`config.mk`:
```
export PLATFORM = sky130hd
export DESIGN_NAME = bnc_csc
export DESIGN_NICKNAME = d
export VERILOG_FILES = /design/src/design/assert_macros.svh /design/src/design/bnc_pkg.sv /design/src/design/bnc_csc.sv
export SDC_FILE = /design/constraint.sdc
export NUM_CORES = 1
export LEC_CHECK = 0
export BUFFER_PORTS_ARGS = -buffer_cell sky130_fd_sc_hd__buf_2
export CAP_MARGIN = 20
export CORE_MARGIN = 2
export CORE_UTILIZATION = 35
export DETAILED_ROUTE_END_ITERATION = 12
export PLACE_DENSITY_LB_ADDON = 0.2
export SLEW_MARGIN = 20
export SYNTH_ARGS = -nofsm -noshare
export SYNTH_HDL_FRONTEND = slang
export SYNTH_SLANG_ARGS = --single-unit
```
`constraint.sdc`:
```
create_clock -name vclk -period 16.4
set_input_delay 0.82 -clock vclk [all_inputs]
set_output_delay 0.82 -clock vclk [all_outputs]
set_load 0.02 [all_outputs]
```
`src/design/assert_macros.svh`:
```
// Assertion macros shared by the converter RTL.
`ifndef ASSERT_MACROS_SVH
`define ASSERT_MACROS_SVH
`ifndef SYNTHESIS
// Clocked property, ignored while reset is asserted.
`define BNC_ASSERT(lbl, clk, rst_n, prop, msg) \
	lbl: assert property (@(posedge clk) disable iff (!rst_n) (prop)) else $error(msg);
// Clocked property for logic that has no reset.
`define BNC_ASSERT_NR(lbl, clk, prop, msg) \
	lbl: assert property (@(posedge clk) (prop)) else $error(msg);
`else
`define BNC_ASSERT(lbl, clk, rst_n, prop, msg)
`define BNC_ASSERT_NR(lbl, clk, prop, msg)
`endif
`endif

```
`src/design/bnc_pkg.sv`:
```
// Types, constants and helpers for the BGRA to NV12 converter.
package bnc_pkg;

	localparam int CFG_W     = 13;
	localparam int COUNT_W   = 12;
	localparam int REG_IDX_W = 1;
	localparam int LINE_W    = 18;

	localparam logic [REG_IDX_W-1:0] REG_FRAME_WIDTH  = 1'b0;
	localparam logic [REG_IDX_W-1:0] REG_FRAME_HEIGHT = 1'b1;

	localparam logic [CFG_W-1:0] WIDTH_RESET  = 13'd1920;
	localparam logic [CFG_W-1:0] HEIGHT_RESET = 13'd1080;
	localparam int               HEIGHT_LIMIT = 4096;

	// BT.601 coefficients, magnitudes; signs are applied in the datapath
	localparam logic [15:0] Y_R = 16'd66;
	localparam logic [15:0] Y_G = 16'd129;
	localparam logic [15:0] Y_B = 16'd25;
	localparam logic [15:0] U_R = 16'd38;
	localparam logic [15:0] U_G = 16'd74;
	localparam logic [15:0] U_B = 16'd112;
	localparam logic [15:0] V_R = 16'd112;
	localparam logic [15:0] V_G = 16'd94;
	localparam logic [15:0] V_B = 16'd18;
	localparam logic [15:0] ROUND   = 16'd128;
	// rounding plus 128 << 8, keeps the chroma sums positive
	localparam logic [15:0] UV_BIAS = 16'd32896;

	localparam logic [7:0] Y_OFFSET = 8'd16;
	localparam logic [7:0] LUMA_MIN = 8'd16;
	localparam logic [7:0] LUMA_MAX = 8'd235;

	typedef struct packed {
		logic [7:0] v;
		logic [7:0] u;
		logic [7:0] y;
	} yuv_t;

	typedef struct packed {
		logic col_odd;
		logic row_odd;
		logic frame_end;
	} pos_t;

	// clamp to 2..hi, then round down to even
	function automatic logic [CFG_W-1:0] fit_even(input logic [CFG_W-1:0] v,
			input logic [CFG_W:0] hi);
		logic [CFG_W:0] t;
		t = {1'b0, v};
		if (t < 14'd2) t = 14'd2;
		if (t > hi) t = hi;
		t[0] = 1'b0;
		return t[CFG_W-1:0];
	endfunction

endpackage

```
`src/design/bnc_csc.sv`:
```
// Color space conversion of one pixel to 8-bit Y, U and V.
module bnc_csc (
	input  logic [7:0]   red,
	input  logic [7:0]   green,
	input  logic [7:0]   blue,
	output bnc_pkg::yuv_t yuv
);
	import bnc_pkg::*;

	logic [15:0] r16, g16, b16;
	logic [15:0] y_sum, u_sum, v_sum;

	assign r16 = {8'd0, red};
	assign g16 = {8'd0, green};
	assign b16 = {8'd0, blue};

	// all three sums stay within 0..65535 after the bias, so mod 2^16 is exact
	assign y_sum = Y_R * r16 + Y_G * g16 + Y_B * b16 + ROUND;
	assign u_sum = U_B * b16 + UV_BIAS - U_R * r16 - U_G * g16;
	assign v_sum = V_R * r16 + UV_BIAS - V_G * g16 - V_B * b16;

	assign yuv.y = y_sum[15:8];
	assign yuv.u = u_sum[15:8];
	assign yuv.v = v_sum[15:8];

endmodule

```
; After elaboration in Yosys (flattened, before gate mapping)
; Cells that the tools add are included.
[word_totals]
regBits = 0
out_inout_bits = 24
word_cells = 18
inputBits = 24
[classes]
add_sub_neg = 9
n_mul = 9
[ops]
columns = operator, n
row1 = "6-bit by 8-bit multiplier with 14-bit output, first input constant", 3
row2 = "15-bit by 16-bit adder with 16-bit output, second input constant", 2
row3 = 16-bit by 15-bit subtractor with 16-bit output, 2
row4 = "5-bit by 8-bit multiplier with 13-bit output, first input constant", 2
row5 = "3-bit by 8-bit multiplier with 11-bit output, first input constant", 2
row6 = 15-bit by 16-bit adder with 16-bit output, 1
row7 = 16-bit by 13-bit adder with 16-bit output, 1
row8 = "16-bit by 8-bit adder with 16-bit output, second input constant", 1
row9 = "8-bit by 8-bit multiplier with 16-bit output, first input constant", 1
row10 = 16-bit by 13-bit subtractor with 16-bit output, 1
row11 = 16-bit by 14-bit subtractor with 16-bit output, 1
row12 = "4-bit by 8-bit multiplier with 12-bit output, first input constant", 1

; Logic depth before layout (Yosys ltp)
[logic_depth]
word_depth = 4
mapped_depth = 22

; Worst setup path before layout
; No wires, ideal clock.
[synth_timing]
path_kind = input -> output
startpoint = in green[2]
endpoint = out yuv[23] in the netlist's numbering
arrival_ns = 5.737
path_slack_ns = 9.843
stages = 21
cell_sequence = inv_1 > fa_1 > inv_1 > ha_1 > fa_1 > ha_1 > a21o_1 > a21oi_1 > nor2b_1 > o21ai_0 > nor2b_1 > xnor2_1 > fa_1 > inv_1 > ha_1 > ha_1 > o21a_1 > o21ai_0 > o21ai_2 > a2111o_1 > o211a_1
[synth_lines]
columns = item, line_no
row1 = "start, declared", bnc_csc.sv:4  ; input logic [7:0] green,
row2 = "end, declared", bnc_csc.sv:6  ; output bnc_pkg::yuv_t yuv

==> results.cfg <==
[finish]
nClkBuffers = 0
num_antenna_cells = 0
seq_cell_count = 0
nets = 1151
fin_util_pct = 38.24
layout-drive-gt1-share_pct = 7.011
register_area_um2 = 0
area.growth.synth_to_final_pct = 8.160

[yosys]
synthTopCellsByCount = ha_1, inv_1, fa_1
synth.net_count = 1101
yosysWarningCount = 0
synth.most_common_cell = ha_1
ys_seq_area_share_pct = 0
ys_types = 43
synth_area_leaders = ha_1, fa_1, inv_1, xnor2_1, a21oi_1
synthCells = 765
yosysTopAreaCell = ha_1
yosysTopAreaCellShare_pct = 39.74
netlist_area_um2 = 7084
syn_avg_cell_area_um2 = 9.261

[placement]
dp_hpwl_um = 13710
portBuffers = 48
gp_congestion = 0.8111

[clocking]
ctsResizeCount = 0
cts_setup_buffers = 0
postCtsHoldBufs = 0

[setup_path]
crit_fanout = 6
path_class = in -> out
startpoint_type = input port
end_kind = output pin
worstPathArrival_ps = 6410
worstPathRequired_ps = 15580

[run]
drv_cap = 0

[timing]
fmax_ghz = 0.1384
hold_violations = 0
maxSlewHeadroom_pct = 48.61
rsz0062_at_grt = false
fin_hold_ws_ps = 2552
worst_pin_slew_ps = 767.3
min_period_ps = 7227
final-setup-viol-count = 0
period_share_pct = 44.07
final_max_slew_viol_count = 0
tns_ps = 0

[drt]
met1_length_um = 8356
first_pass_iters = 4
wl_per_cell_um = 14.16
drcViolationCount = 0
num_vias = 5098
met3WireLength_um = 268
finalWirelength_um = 15340
maxUsedRoutingLayer = met4
vias_per_cell = 4.707
ant_nets = 0
routed-wl-met2_um = 6673
drt_iter0_drc = 172

[floorplan]
coreArea_um2 = 20040
fp-row-count = 52
die_area_um2 = 21390
die_h_um = 146.3
die_w_um = 146.3
num_io_pins = 48
start_util_pct = 35.35

[grt]
grt_pass1_vias = 5179
grt_first_pass_wirelength_um = 26170
grt_overflow = 0
grt_max_degree = 13
antenna_found_initial = 0
gr-usage-all-layers_pct = 15.01

[hold_path]
hold_class = in -> out

[status]
status = finished, final reports clean
[worst paths after layout]
path	startpoint	to	slack [ps]	cells after the start
worst max-delay path	green[2]	yuv[23]	9170	23
worst min-delay path	green[7]	yuv[15]	2550	6
[worst max-delay path, stage by stage]
cell and delay [ps]:
buf_2 180, inv_1 130, fa_1 560, inv_1 50, ha_1 300, fa_1 610
ha_1 240, a21o_1 170, a21oi_1 220, nor2b_1 80, o21ai_0 280, nor2b_1 200
xnor2_1 100, fa_1 550, inv_1 40, ha_1 280, ha_1 340, o21a_1 110
o21ai_0 330, o21ai_2 120, a2111o_1 410, o211a_1 120, buf_2 150
[stage by stage]
step / cells / cell area (µm²) / worst slack (ps)
floorplan: 765 / 7084 / 9843
global placement: 1083 / 7662 / 9239
detailed placement: 1083 / 7662 / 9148
CTS: 1083 / 7662 / 9143
global route: 1083 / 7662 / 8792
finish: 1083 / 7662 / 9173
[cells in the final DEF, fill, tap and decap left out, drive strengths merged, types with 4 or more instances in the layout]
cell    count
a211oi      4
a21o       14
a21oi      50
buf        48
fa         87
ha        225
inv       167
nand2      13
nand2b      4
nor2       18
nor2b      12
nor3       14
o21a        7
o21ai      25
o21bai     12
or2         4
or3         4
xnor2      46
xor2       18
[area by class of cell]
type               count  area [µm²]
repair buffers        48       240.2
inverters            168       630.6
multi-input cells    597        6454
fillers             2124       12380
well taps            270       337.8
[kinds of logic (layout without fill, tap and decap cells)]
kind of cell             Yosys count  in the layout  synth area share, %
adder cells (fa/ha/maj)          312            312                64.32
buffers and inverters            168            216                8.901
AO/OA/AOI/OAI                    136            136                12.45
AND/OR/NAND/NOR                   85             85                6.411
XOR/XNOR                          64             64                7.912
[per-layer routing]
layer,vias to the layer above,GRT usage (%)
met5,-,0
met4,0,0.2913
met3,2,0.1250
met2,46,24.46
met1,2377,23.66
li1,2673,-
Power is left out: the tool's default activity adds up to more than one toggle a clock period on the data nets, which glitch-free logic cannot reach.
