===== src/design/assert_macros.svh =====
// Assertion macros shared by the converter RTL.
`ifndef ASSERT_MACROS_SVH
`define ASSERT_MACROS_SVH
`ifndef SYNTHESIS
// Clocked property, ignored while reset is asserted.
`define BNC_ASSERT(lbl, clk, rst_n, prop, msg) \
	lbl: assert property (@(posedge clk) disable iff (!rst_n) (prop)) else $error(msg);
// Clocked property for logic that has no reset.
`define BNC_ASSERT_NR(lbl, clk, prop, msg) \
	lbl: assert property (@(posedge clk) (prop)) else $error(msg);
`else
`define BNC_ASSERT(lbl, clk, rst_n, prop, msg)
`define BNC_ASSERT_NR(lbl, clk, prop, msg)
`endif
`endif


===== src/design/bnc_pkg.sv =====
// Types, constants and helpers for the BGRA to NV12 converter.
package bnc_pkg;

	localparam int CFG_W     = 13;
	localparam int COUNT_W   = 12;
	localparam int REG_IDX_W = 1;
	localparam int LINE_W    = 18;

	localparam logic [REG_IDX_W-1:0] REG_FRAME_WIDTH  = 1'b0;
	localparam logic [REG_IDX_W-1:0] REG_FRAME_HEIGHT = 1'b1;

	localparam logic [CFG_W-1:0] WIDTH_RESET  = 13'd1920;
	localparam logic [CFG_W-1:0] HEIGHT_RESET = 13'd1080;
	localparam int               HEIGHT_LIMIT = 4096;

	// BT.601 coefficients, magnitudes; signs are applied in the datapath
	localparam logic [15:0] Y_R = 16'd66;
	localparam logic [15:0] Y_G = 16'd129;
	localparam logic [15:0] Y_B = 16'd25;
	localparam logic [15:0] U_R = 16'd38;
	localparam logic [15:0] U_G = 16'd74;
	localparam logic [15:0] U_B = 16'd112;
	localparam logic [15:0] V_R = 16'd112;
	localparam logic [15:0] V_G = 16'd94;
	localparam logic [15:0] V_B = 16'd18;
	localparam logic [15:0] ROUND   = 16'd128;
	// rounding plus 128 << 8, keeps the chroma sums positive
	localparam logic [15:0] UV_BIAS = 16'd32896;

	localparam logic [7:0] Y_OFFSET = 8'd16;
	localparam logic [7:0] LUMA_MIN = 8'd16;
	localparam logic [7:0] LUMA_MAX = 8'd235;

	typedef struct packed {
		logic [7:0] v;
		logic [7:0] u;
		logic [7:0] y;
	} yuv_t;

	typedef struct packed {
		logic col_odd;
		logic row_odd;
		logic frame_end;
	} pos_t;

	// clamp to 2..hi, then round down to even
	function automatic logic [CFG_W-1:0] fit_even(input logic [CFG_W-1:0] v,
			input logic [CFG_W:0] hi);
		logic [CFG_W:0] t;
		t = {1'b0, v};
		if (t < 14'd2) t = 14'd2;
		if (t > hi) t = hi;
		t[0] = 1'b0;
		return t[CFG_W-1:0];
	endfunction

endpackage


===== src/design/bnc_position.sv =====
// Frame geometry registers, pixel position counters and line store slot.
`include "assert_macros.svh"
module bnc_position #(
	parameter int MAX_WIDTH  = 4096,
	parameter int LINE_DEPTH = 2048,
	parameter int SLOT_W     = 11
) (
	input  logic                          clk,
	input  logic                          arst_n,
	input  logic                          cfg_we,
	input  logic [bnc_pkg::REG_IDX_W-1:0] cfg_index,
	input  logic [bnc_pkg::CFG_W-1:0]     cfg_data,
	input  logic                          advance,
	output bnc_pkg::pos_t                 pos,
	output logic [SLOT_W-1:0]             slot
);
	import bnc_pkg::*;

	localparam logic [CFG_W:0]    WIDTH_HI  = (CFG_W+1)'(MAX_WIDTH);
	localparam logic [CFG_W:0]    HEIGHT_HI = (CFG_W+1)'(HEIGHT_LIMIT);
	localparam logic [SLOT_W-1:0] LAST_SLOT = SLOT_W'(LINE_DEPTH - 1);

	logic [CFG_W-1:0]   width_q, height_q;
	logic [COUNT_W-1:0] col_q, row_q, col_inc;
	logic [SLOT_W-1:0]  slot_q, slot_nxt;
	logic               last_col, last_row;

	// geometry is stored already clamped and even
	always_ff @(posedge clk or negedge arst_n) begin
		if (!arst_n) begin
			width_q  <= fit_even(WIDTH_RESET, WIDTH_HI);
			height_q <= fit_even(HEIGHT_RESET, HEIGHT_HI);
		end else if (cfg_we) begin
			unique case (cfg_index)
				REG_FRAME_WIDTH:  width_q  <= fit_even(cfg_data, WIDTH_HI);
				REG_FRAME_HEIGHT: height_q <= fit_even(cfg_data, HEIGHT_HI);
			endcase
		end
	end

	assign col_inc  = col_q + 12'd1;
	assign last_col = ({1'b0, col_q} + 13'd1) >= width_q;
	assign last_row = ({1'b0, row_q} + 13'd1) >= height_q;

	// slot tracks (col >> 1) mod LINE_DEPTH without a divider
	always_comb begin
		priority if (last_col) begin
			slot_nxt = '0;
		end else if (col_inc == '0) begin
			slot_nxt = '0;
		end else if (!col_inc[0]) begin
			slot_nxt = (slot_q == LAST_SLOT) ? '0 : slot_q + SLOT_W'(1);
		end else begin
			slot_nxt = slot_q;
		end
	end

	always_ff @(posedge clk or negedge arst_n) begin
		if (!arst_n) begin
			col_q  <= '0;
			row_q  <= '0;
			slot_q <= '0;
		end else if (advance) begin
			slot_q <= slot_nxt;
			if (last_col) begin
				col_q <= '0;
				row_q <= last_row ? '0 : row_q + 12'd1;
			end else begin
				col_q <= col_inc;
			end
		end
	end

	assign pos.col_odd   = col_q[0];
	assign pos.row_odd   = row_q[0];
	assign pos.frame_end = last_col & last_row;
	assign slot          = slot_q;

	`BNC_ASSERT(a_frame_wrap, clk, arst_n, (advance && last_col && last_row) |=> (col_q == '0 && row_q == '0 && slot_q == '0), "position did not wrap at frame end")

endmodule


===== config.mk =====
export PLATFORM = sky130hd
export DESIGN_NAME = bnc_position
export DESIGN_NICKNAME = d
export VERILOG_FILES = /design/src/design/bnc_pkg.sv /design/src/design/bnc_position.sv
export VERILOG_INCLUDE_DIRS = /design/src /design/src/design
export SDC_FILE = /design/constraint.sdc
export NUM_CORES = 1
export LEC_CHECK = 0
export BUFFER_PORTS_ARGS = -buffer_cell sky130_fd_sc_hd__clkbuf_2
export CORE_MARGIN = 5
export CORE_UTILIZATION = 55
export CTS_CLUSTER_SIZE = 14
export DETAILED_ROUTE_END_ITERATION = 8
export PLACE_DENSITY = 0.84
export SLEW_MARGIN = 25
export SYNTH_ARGS = -nofsm -noshare
export SYNTH_HDL_FRONTEND = slang
export SYNTH_SLANG_ARGS = --single-unit

===== constraint.sdc =====
create_clock -name clk -period 7.03 [get_ports clk]
set_clock_uncertainty 0.1 [all_clocks]
set_input_delay 2.109 -clock clk [delete_from_list [all_inputs] [get_ports clk]]
set_output_delay 2.109 -clock clk [all_outputs]
set_load 0.05 [all_outputs]

# Word-level counts from Yosys, hierarchy flattened
# Index checks and enable logic that the tools add are counted.
# classes
bitwise_logic,2
mux,13
n_addsub,5
magnitude_cmp,5
reduce_logical,5
eq_ne,2
# op_table
op,n
$mux 14,4
$mux 11,4
$mux 13,3
$gt 14x13->1 const B,2
$add 12x1->13 const B,2
$ge 13x13->1,2
$add 12x1->12 const B,2
$mux 12,2
$lt 13x2->1 const B,1
$logic_not 12->1,1
$add 11x1->11 const B,1
$eq 11x11->1 const B,1
$reduce_and 2->1,4
$ne 3x1->1 const B,1
$and 1x1->1,1
$not 1->1,1
# totals
register_bits,59
output_inout_bits,14
elab_cells,37
inputBits,18

# Longest topological paths before layout
# Gate-level depths: netlist of the first run.
# logic_depth
depth_word,6
depth_mapped,13
mapped_depth_nobuf,12

# Worst setup path after synthesis of the first run
# Ideal clock, no wire load.
# synth_path
kind,register -> output
from,register row_q[0]
to,output port pos[0] (netlist bit)
t_arrival_ns,2.926
stages_incl_launch_ff,12
path_buffers,0
path_slack_ns,1.895
t_required_ns,4.821
cell_sequence,dfrtp_1 > ha_1 > nand3_1 > nor2_1 > and3_1 > nand3_1 > xnor2_1 > ha_1 > nand4_1 > a21oi_1 > nor2_1 > nor2_1
# synth_rtl
element,line,source
from (decl),bnc_position.sv:24,"logic [COUNT_W-1:0] col_q, row_q, col_inc;"
from (signal assigned),bnc_position.sv:67,row_q <= last_row ? '0 : row_q + 12'd1;
to (decl),bnc_position.sv:14,"output bnc_pkg::pos_t pos,"

==> flow_summary.toml, run 1 <==
[outcome]
outcome = "finished clean"

[logic_synthesis]
netlist_instances = 413
synth_common_cells = "nand2_1, dfrtp_1, inv_1"
synth_area_leaders = "dfrtp_1, ha_1, dfstp_2"
synthDominantCellAreaShare_pct = 33.9
synth_net_count = 458
synth-seq-cells = 59
share_of_cell_area_taken_by_muxes_after_synthesis_pct = 1.76
synth_simple_gate_area_share_pct = 19.3
post_synth_xor_area_fraction_pct = 5.12
synth_seq_area_share_pct = 39.5
synthDistinctLibCells = 52
async_reset_ff_share_pct = 100
synth_enable_flop_cells = 0
synth-warning-count = 0
synth.most_common_cell = "nand2_1"
postSynth.topFlopCell = "dfrtp_1"
synth_compound_area_share_pct = 19.0
synth_top_cell_by_area = "dfrtp_1"
synth-adder-area-share_pct = 8.98
netlist_area_um2 = 3760
avgSynthCellArea_um2 = 9.11
main_combinational_cell_family_by_area_after_synthesis = "simple AND/OR/NAND/NOR gates"

[route]
drt-total-wl_um = 8080
postRouteAntennaNets = 0
detail_route.wl_per_cell_um = 15.5
drt_first_pass_iters = 5
drtIter0Drc = 153
avgViaCountPerCell = 5.96
dr_total_vias = 3097
drc = 0

[die]
die_width_um = 92.7
die_y_um = 92.7
initial_core_util_pct = 56.0
core-area_um2 = 6720
die_area_um2 = 8600
rows = 30
io_pins = 32

[layout]
post_layout_nonfiller_instances = 520
insertedDiodeCount = 0
fin_util_pct = 60.7
num-nets-final = 481
fillers = 543
design_area_um2 = 4080
area_growth_pct = 8.48
drive_above_1_share_pct = 14.8

[place]
dpl.cell_count = 505
placedInstanceArea_um2 = 3920
detailed_place_hpwl_um = 5950
gp_routability_congestion = 0.887
port-buffer-count = 31

[setup_path]
critical-path-slowest-cell = "dfrtp_1"
arr_time_crit_path_ps = 3760
timing.critical_path.required_ps = 4820
max_stage_delay_ps = 660
critical-path-top-delay-family = "simple AND/OR/NAND/NOR gates"
setup_crit_start_kind = "flop"
cp_cell_sequence = "and3_1 > nand3_1 > or3_1 > xnor2_1 > ha_1 > a21oi_1 > nand2_1 > a221oi_2 > and2_1 > nor2_1 > clkbuf_2"
type_of_element_capturing_the_critical_path = "output pin"
critical_path.max_fanout = 17
cp.buffers_inverters = 1
category_of_the_critical_setup_timing_path = "flop to output pin"

[cts]
holdBufCountCts = 0
cts-buffers-inserted = 9
h-tree-depth = 3
tritoncts = "built"
cts_root_buf = "clkbuf_8"
cts.path.max_buffers = 2
worst_setup_hold_path_clk_slew_ps = 70
clock_insertion_delay_at_the_later_pin_of_the_skew_report_ps = 340
post-cts-setup-buffer-count = 0
post_cts_resized = 0
cts.sinks = 59

[timing]
finalHoldViolCount = 0
final.period_utilization_pct = 84.9
fin_crit_ps = 5970
clock.fmax_ghz = 0.167
hold_ws_ps = 378
worst_slew_slack_as_a_fraction_of_its_limit_pct = 50.3
timing_max_transition_violations_final = 0
tns_ps = 0
grt_setup_unrepaired = "false"
timing_worst_slew_pin_value_ps = 745
timing.final.setup_violations = 0

[power_and_ir_drop]
power_leakage_uw = 0.00188
power.density_nw_per_um2 = 320
peakVddDrop_uv = 151

[grt]
grt-ovfl-total = 0
grt_start_max_net_pins = 60
grt_antenna_before_repair = 0
grt_first_pass_wirelength_um = 14200
global_route.usage.total_pct = 20.6
grt_pass1_vias = 3044

[flow_run]
drv.max_cap_violation_count = 0

[min_path]
worstHoldPathType = "flop to flop"
-- cells by family (layout without fill, tap and decap cells) --
| family | count (synthesis) | after routing |
|---|---|---|
| adder cells (fa/ha/maj) | 27 | 27 |
| AND/OR/NAND/NOR | 140 | 140 |
| flip-flops | 59 | 59 |
| XOR/XNOR | 22 | 22 |
| buffers and inverters | 56 | 83 |
| multiplexers | 6 | 6 |
| AO/OA/AOI/OAI | 103 | 103 |
-- power by group --
part	internal (µW)	switching (µW)	total (µW)	leakage [µW]
Clock	134	130	264	0.0000860
Combinational	197	333	530	0.00106
Sequential	411	99.6	511	0.000742
Total	742	563	1310	0.00188
-- final timing paths --
path | startpoint | end | slack (ps) | depth (start not counted)
hold / removal | height_q[10]$_DFFE_PN1P_ | height_q[10]$_DFFE_PN1P_ | 380 | 2
setup / recovery | col_q[0]$_DFFE_PN0P_ | pos[0] | 1060 | 11
min in group asynchronous | arst_n | col_q[8]$_DFFE_PN0P_ | 1800 | 2
hold reg to reg | height_q[10]$_DFFE_PN1P_ | height_q[10]$_DFFE_PN1P_ | 380 | 2
max in group asynchronous | arst_n | width_q[1]$_DFFE_PN0P_ | 4510 | 2
setup reg to reg | col_q[0]$_DFFE_PN0P_ | row_q[2]$_DFFE_PN0P_ | 3210 | 11
-- sequential cells by signal, indices dropped and copies added (netlist names) --
register  count
col_q        12
height_q     12
row_q        12
width_q      12
slot         11
-- routing by layer --
layer | GRT usage (%) | vias up | routed length (µm)
li1 | - | 1519 | -
met1 | 27.1 | 1472 | 3660
met2 | 31.7 | 86 | 3800
met3 | 5.12 | 20 | 422
met4 | 9.89 | 0 | 203
met5 | 0 | - | 0
-- area by class of cell --
class                   instances  area (µm²)  area share (%)
flip-flops and latches         59        1490            36.4
repair buffers                 32         163            3.99
inverters                      36         135            3.31
clock inverters                 3        15.0           0.368
clock buffers                  12         145            3.56
multi-input cells             298        2040            49.9
well taps                      80         100            2.45
-- cells in the final DEF (no fill, tap or decap), types with 11 or more instances in the layout --
master	instances
nand3_1	17
nand2_1	52
nand2b_1	12
dfrtp_1	51
inv_1	36
nor2_1	12
ha_1	27
o2bb2ai_1	11
clkbuf_2	31
xnor2_1	17
a22o_1	12
o21ai_1	15
a21oi_1	11
o21ai_0	22
-- per-stage QoR --
| step | setup slack [ps] | total power [µW] |
|---|---|---|
| CTS | 1070 | 1310 |
| global placement | 1620 | 1010 |
| detailed placement | 1430 | 1040 |
| finish | 1060 | 1310 |
| floorplan | 1900 | 918 |
| global route | 767 | 1400 |
-- tightest hold or removal path: stages, from the launching register on --
cell	delay, ps
dfstp_2	370
nand2_1	40
o21ai_0	60
No activity file was read; power rests on OpenSTA's default activity.
==> run 2, diff against run 1 <==
--- a/config.mk
+++ b/config.mk
@@ -8,10 +8,10 @@
 export LEC_CHECK = 0
 export BUFFER_PORTS_ARGS = -buffer_cell sky130_fd_sc_hd__clkbuf_2
 export CORE_MARGIN = 5
-export CORE_UTILIZATION = 55
+export CORE_UTILIZATION = 54
 export CTS_CLUSTER_SIZE = 14
 export DETAILED_ROUTE_END_ITERATION = 8
-export PLACE_DENSITY = 0.84
+export PLACE_DENSITY = 0.86
 export SLEW_MARGIN = 25
 export SYNTH_ARGS = -nofsm -noshare
 export SYNTH_HDL_FRONTEND = slang
==> constraint.sdc (replaced) <==
create_clock -name clk -period 5.3 [get_ports clk]
set_clock_uncertainty 0.1 [all_clocks]
set_input_delay 1.59 -clock clk [delete_from_list [all_inputs] [get_ports clk]]
set_output_delay 1.59 -clock clk [all_outputs]
set_load 0.05 [all_outputs]
==> run 2 against run 1 <==
  * Power up 43%
  * Design area is 2.9% higher
  * Combinational power is 38% higher
  * Sequential power grew 31%
  * Sequential share of layout area down 1.0 points
  * Setup slack got worse by 860 ps
  * Highest routed layer unchanged
==> flow_summary.toml, run 2 (synthesized netlist as in run 1, its figures left out) <==
[min_path]
worstHoldPathType = "flop to flop"
whs_path_depth = 2
hp-start = "width_q[7]$_DFFE_PN1P_"
worst_hold_path.endpoint = "width_q[7]$_DFFE_PN1P_"

[route]
postRouteAntennaNets = 0
drt-total-wl_um = 8370
drt_first_pass_iters = 5
detail_route.wl_per_cell_um = 15.5
avgViaCountPerCell = 5.71
drc = 0
dr_total_vias = 3086
drtIter0Drc = 166

[power_and_ir_drop]
power_leakage_uw = 0.00193
power.density_nw_per_um2 = 446
peakVddDrop_uv = 221
finalPower_uw = 1870

[timing]
timing.final.ws_setup_ps = 195
timing_worst_slew_pin_value_ps = 846
tns_ps = 0
final.period_utilization_pct = 96.3
timing.final.setup_violations = 0
fin_crit_ps = 5110
timing_max_transition_violations_final = 0
clock.fmax_ghz = 0.196
finalHoldViolCount = 0
worst_slew_slack_as_a_fraction_of_its_limit_pct = 43.6

[grt]
global_route.usage.total_pct = 21.0
grt_antenna_before_repair = 0
grt_first_pass_wirelength_um = 14600
grt_start_max_net_pins = 39
grt_pass1_vias = 3075
grt-ovfl-total = 0

[cts]
clock_insertion_delay_at_the_later_pin_of_the_skew_report_ps = 350
worst_setup_hold_path_clk_slew_ps = 70
cts.path.max_buffers = 2
cts.sinks = 59
h-tree-depth = 3
tritoncts = "built"
cts_root_buf = "clkbuf_8"
cts-buffers-inserted = 9
holdBufCountCts = 0

[place]
detailedPlace.worstSlack_ps = 539
dpl.cell_count = 524
detailed_place_hpwl_um = 6040
port-buffer-count = 31
gp_routability_congestion = 0.922

[setup_path]
r2r_start = "col_q[3]$_DFFE_PN0P_"
arr_time_crit_path_ps = 3420
r2r_slack_ps = 1740
critical_path.reg2reg.endpoint = "row_q[2]$_DFFE_PN0P_"
timing.critical_path.required_ps = 3610
category_of_the_critical_setup_timing_path = "flop to output pin"
reg2reg_depth = 11
type_of_element_capturing_the_critical_path = "output pin"
critical_path.max_fanout = 8
setup_crit_start_kind = "flop"

[layout]
post_layout_nonfiller_instances = 540
insertedDiodeCount = 0
mostFrequentLayoutCell = "nand2_1"
num-nets-final = 484
fillers = 564
fin_util_pct = 61.8
drive_above_1_share_pct = 16.2
area_growth_pct = 11.6
commonest_cells_after_routing_fill_and_taps_aside = "nand2_1, dfrtp_1, inv_1"

[die]
die_area_um2 = 8740
die_y_um = 93.5
die_width_um = 93.5
rows = 30
initial_core_util_pct = 55.4
core-area_um2 = 6790
io_pins = 32

[flow_run]
drv.max_cap_violation_count = 0

[outcome]
outcome = "finished clean"
==> run 2: changes by cell type in the layout (fill, tap and decap cells not counted), sizes merged <==
cell and delta:
buf +4, bufinv +2, clkbuf -1, clkinv -2
clkinvlp +1
==> run 2: critical path, stage by stage (launching register included) <==
cell and delay, ps:
dfrtp_1 460, and4_4 290, nand3_1 110, or3_1 390
xnor2_1 240, ha_1 310, a21oi_1 180, nand2_1 90
a221oi_2 390, and2_2 310, nor2_1 60, clkbuf_2 230
==> run 2: final cells by class <==
cell class	instances	area (µm²)	area share (%)
clock buffers	12	155	3.69
clock inverters	4	72.6	1.73
inverters	36	135	3.22
multi-input cells	298	2040	48.7
flip-flops and latches	59	1490	35.4
well taps	96	120	2.86
repair buffers	35	185	4.41
==> run 2: power breakdown <==
| group | total [µW] | internal, µW | switching, µW |
|---|---|---|---|
| Combinational | 732 | 268 | 465 |
| Clock | 474 | 290 | 184 |
| Sequential | 667 | 546 | 121 |
==> run 2: worst max path at each step <==
stage             end  slack, ps                 start  cells after the start
3_5_place_dp   pos[0]        540  col_q[3]$_DFFE_PN0P_                     11
5_1_grt        pos[0]         -6  col_q[3]$_DFFE_PN0P_                     11
6_report       pos[0]        190  col_q[3]$_DFFE_PN0P_                     11
3_3_place_gp   pos[0]        710  col_q[3]$_DFFE_PN0P_                     11
2_1_floorplan  pos[0]        680  row_q[0]$_DFFE_PN0P_                     11
4_1_cts        pos[0]        140  col_q[3]$_DFFE_PN0P_                     11
==> run 2: what timing repair did <==
item                       4_1_cts  5_1_grt
gates resized for setup          0        2
setup endpoints to repair        0        1
setup buffers                    0        0
==> run 2: metrics by stage <==
stage | area (µm²) | hold WS (ps)
final | 4200 | 381
after global routing | 4200 | 395
after CTS | 4190 | 384
after detailed placement | 3960 | 372
after global placement | 3960 | 366
after floorplan | 3760 | 350
==> run 2: layer usage <==
metal | track usage [%] | vias up | share of wire (%)
met1 | 26.3 | 1463 | 44
met5 | 0 | - | 0
met3 | 5.31 | 14 | 5.4
met2 | 35.4 | 86 | 48
li1 | - | 1523 | -
met4 | 6.96 | 0 | 1.7
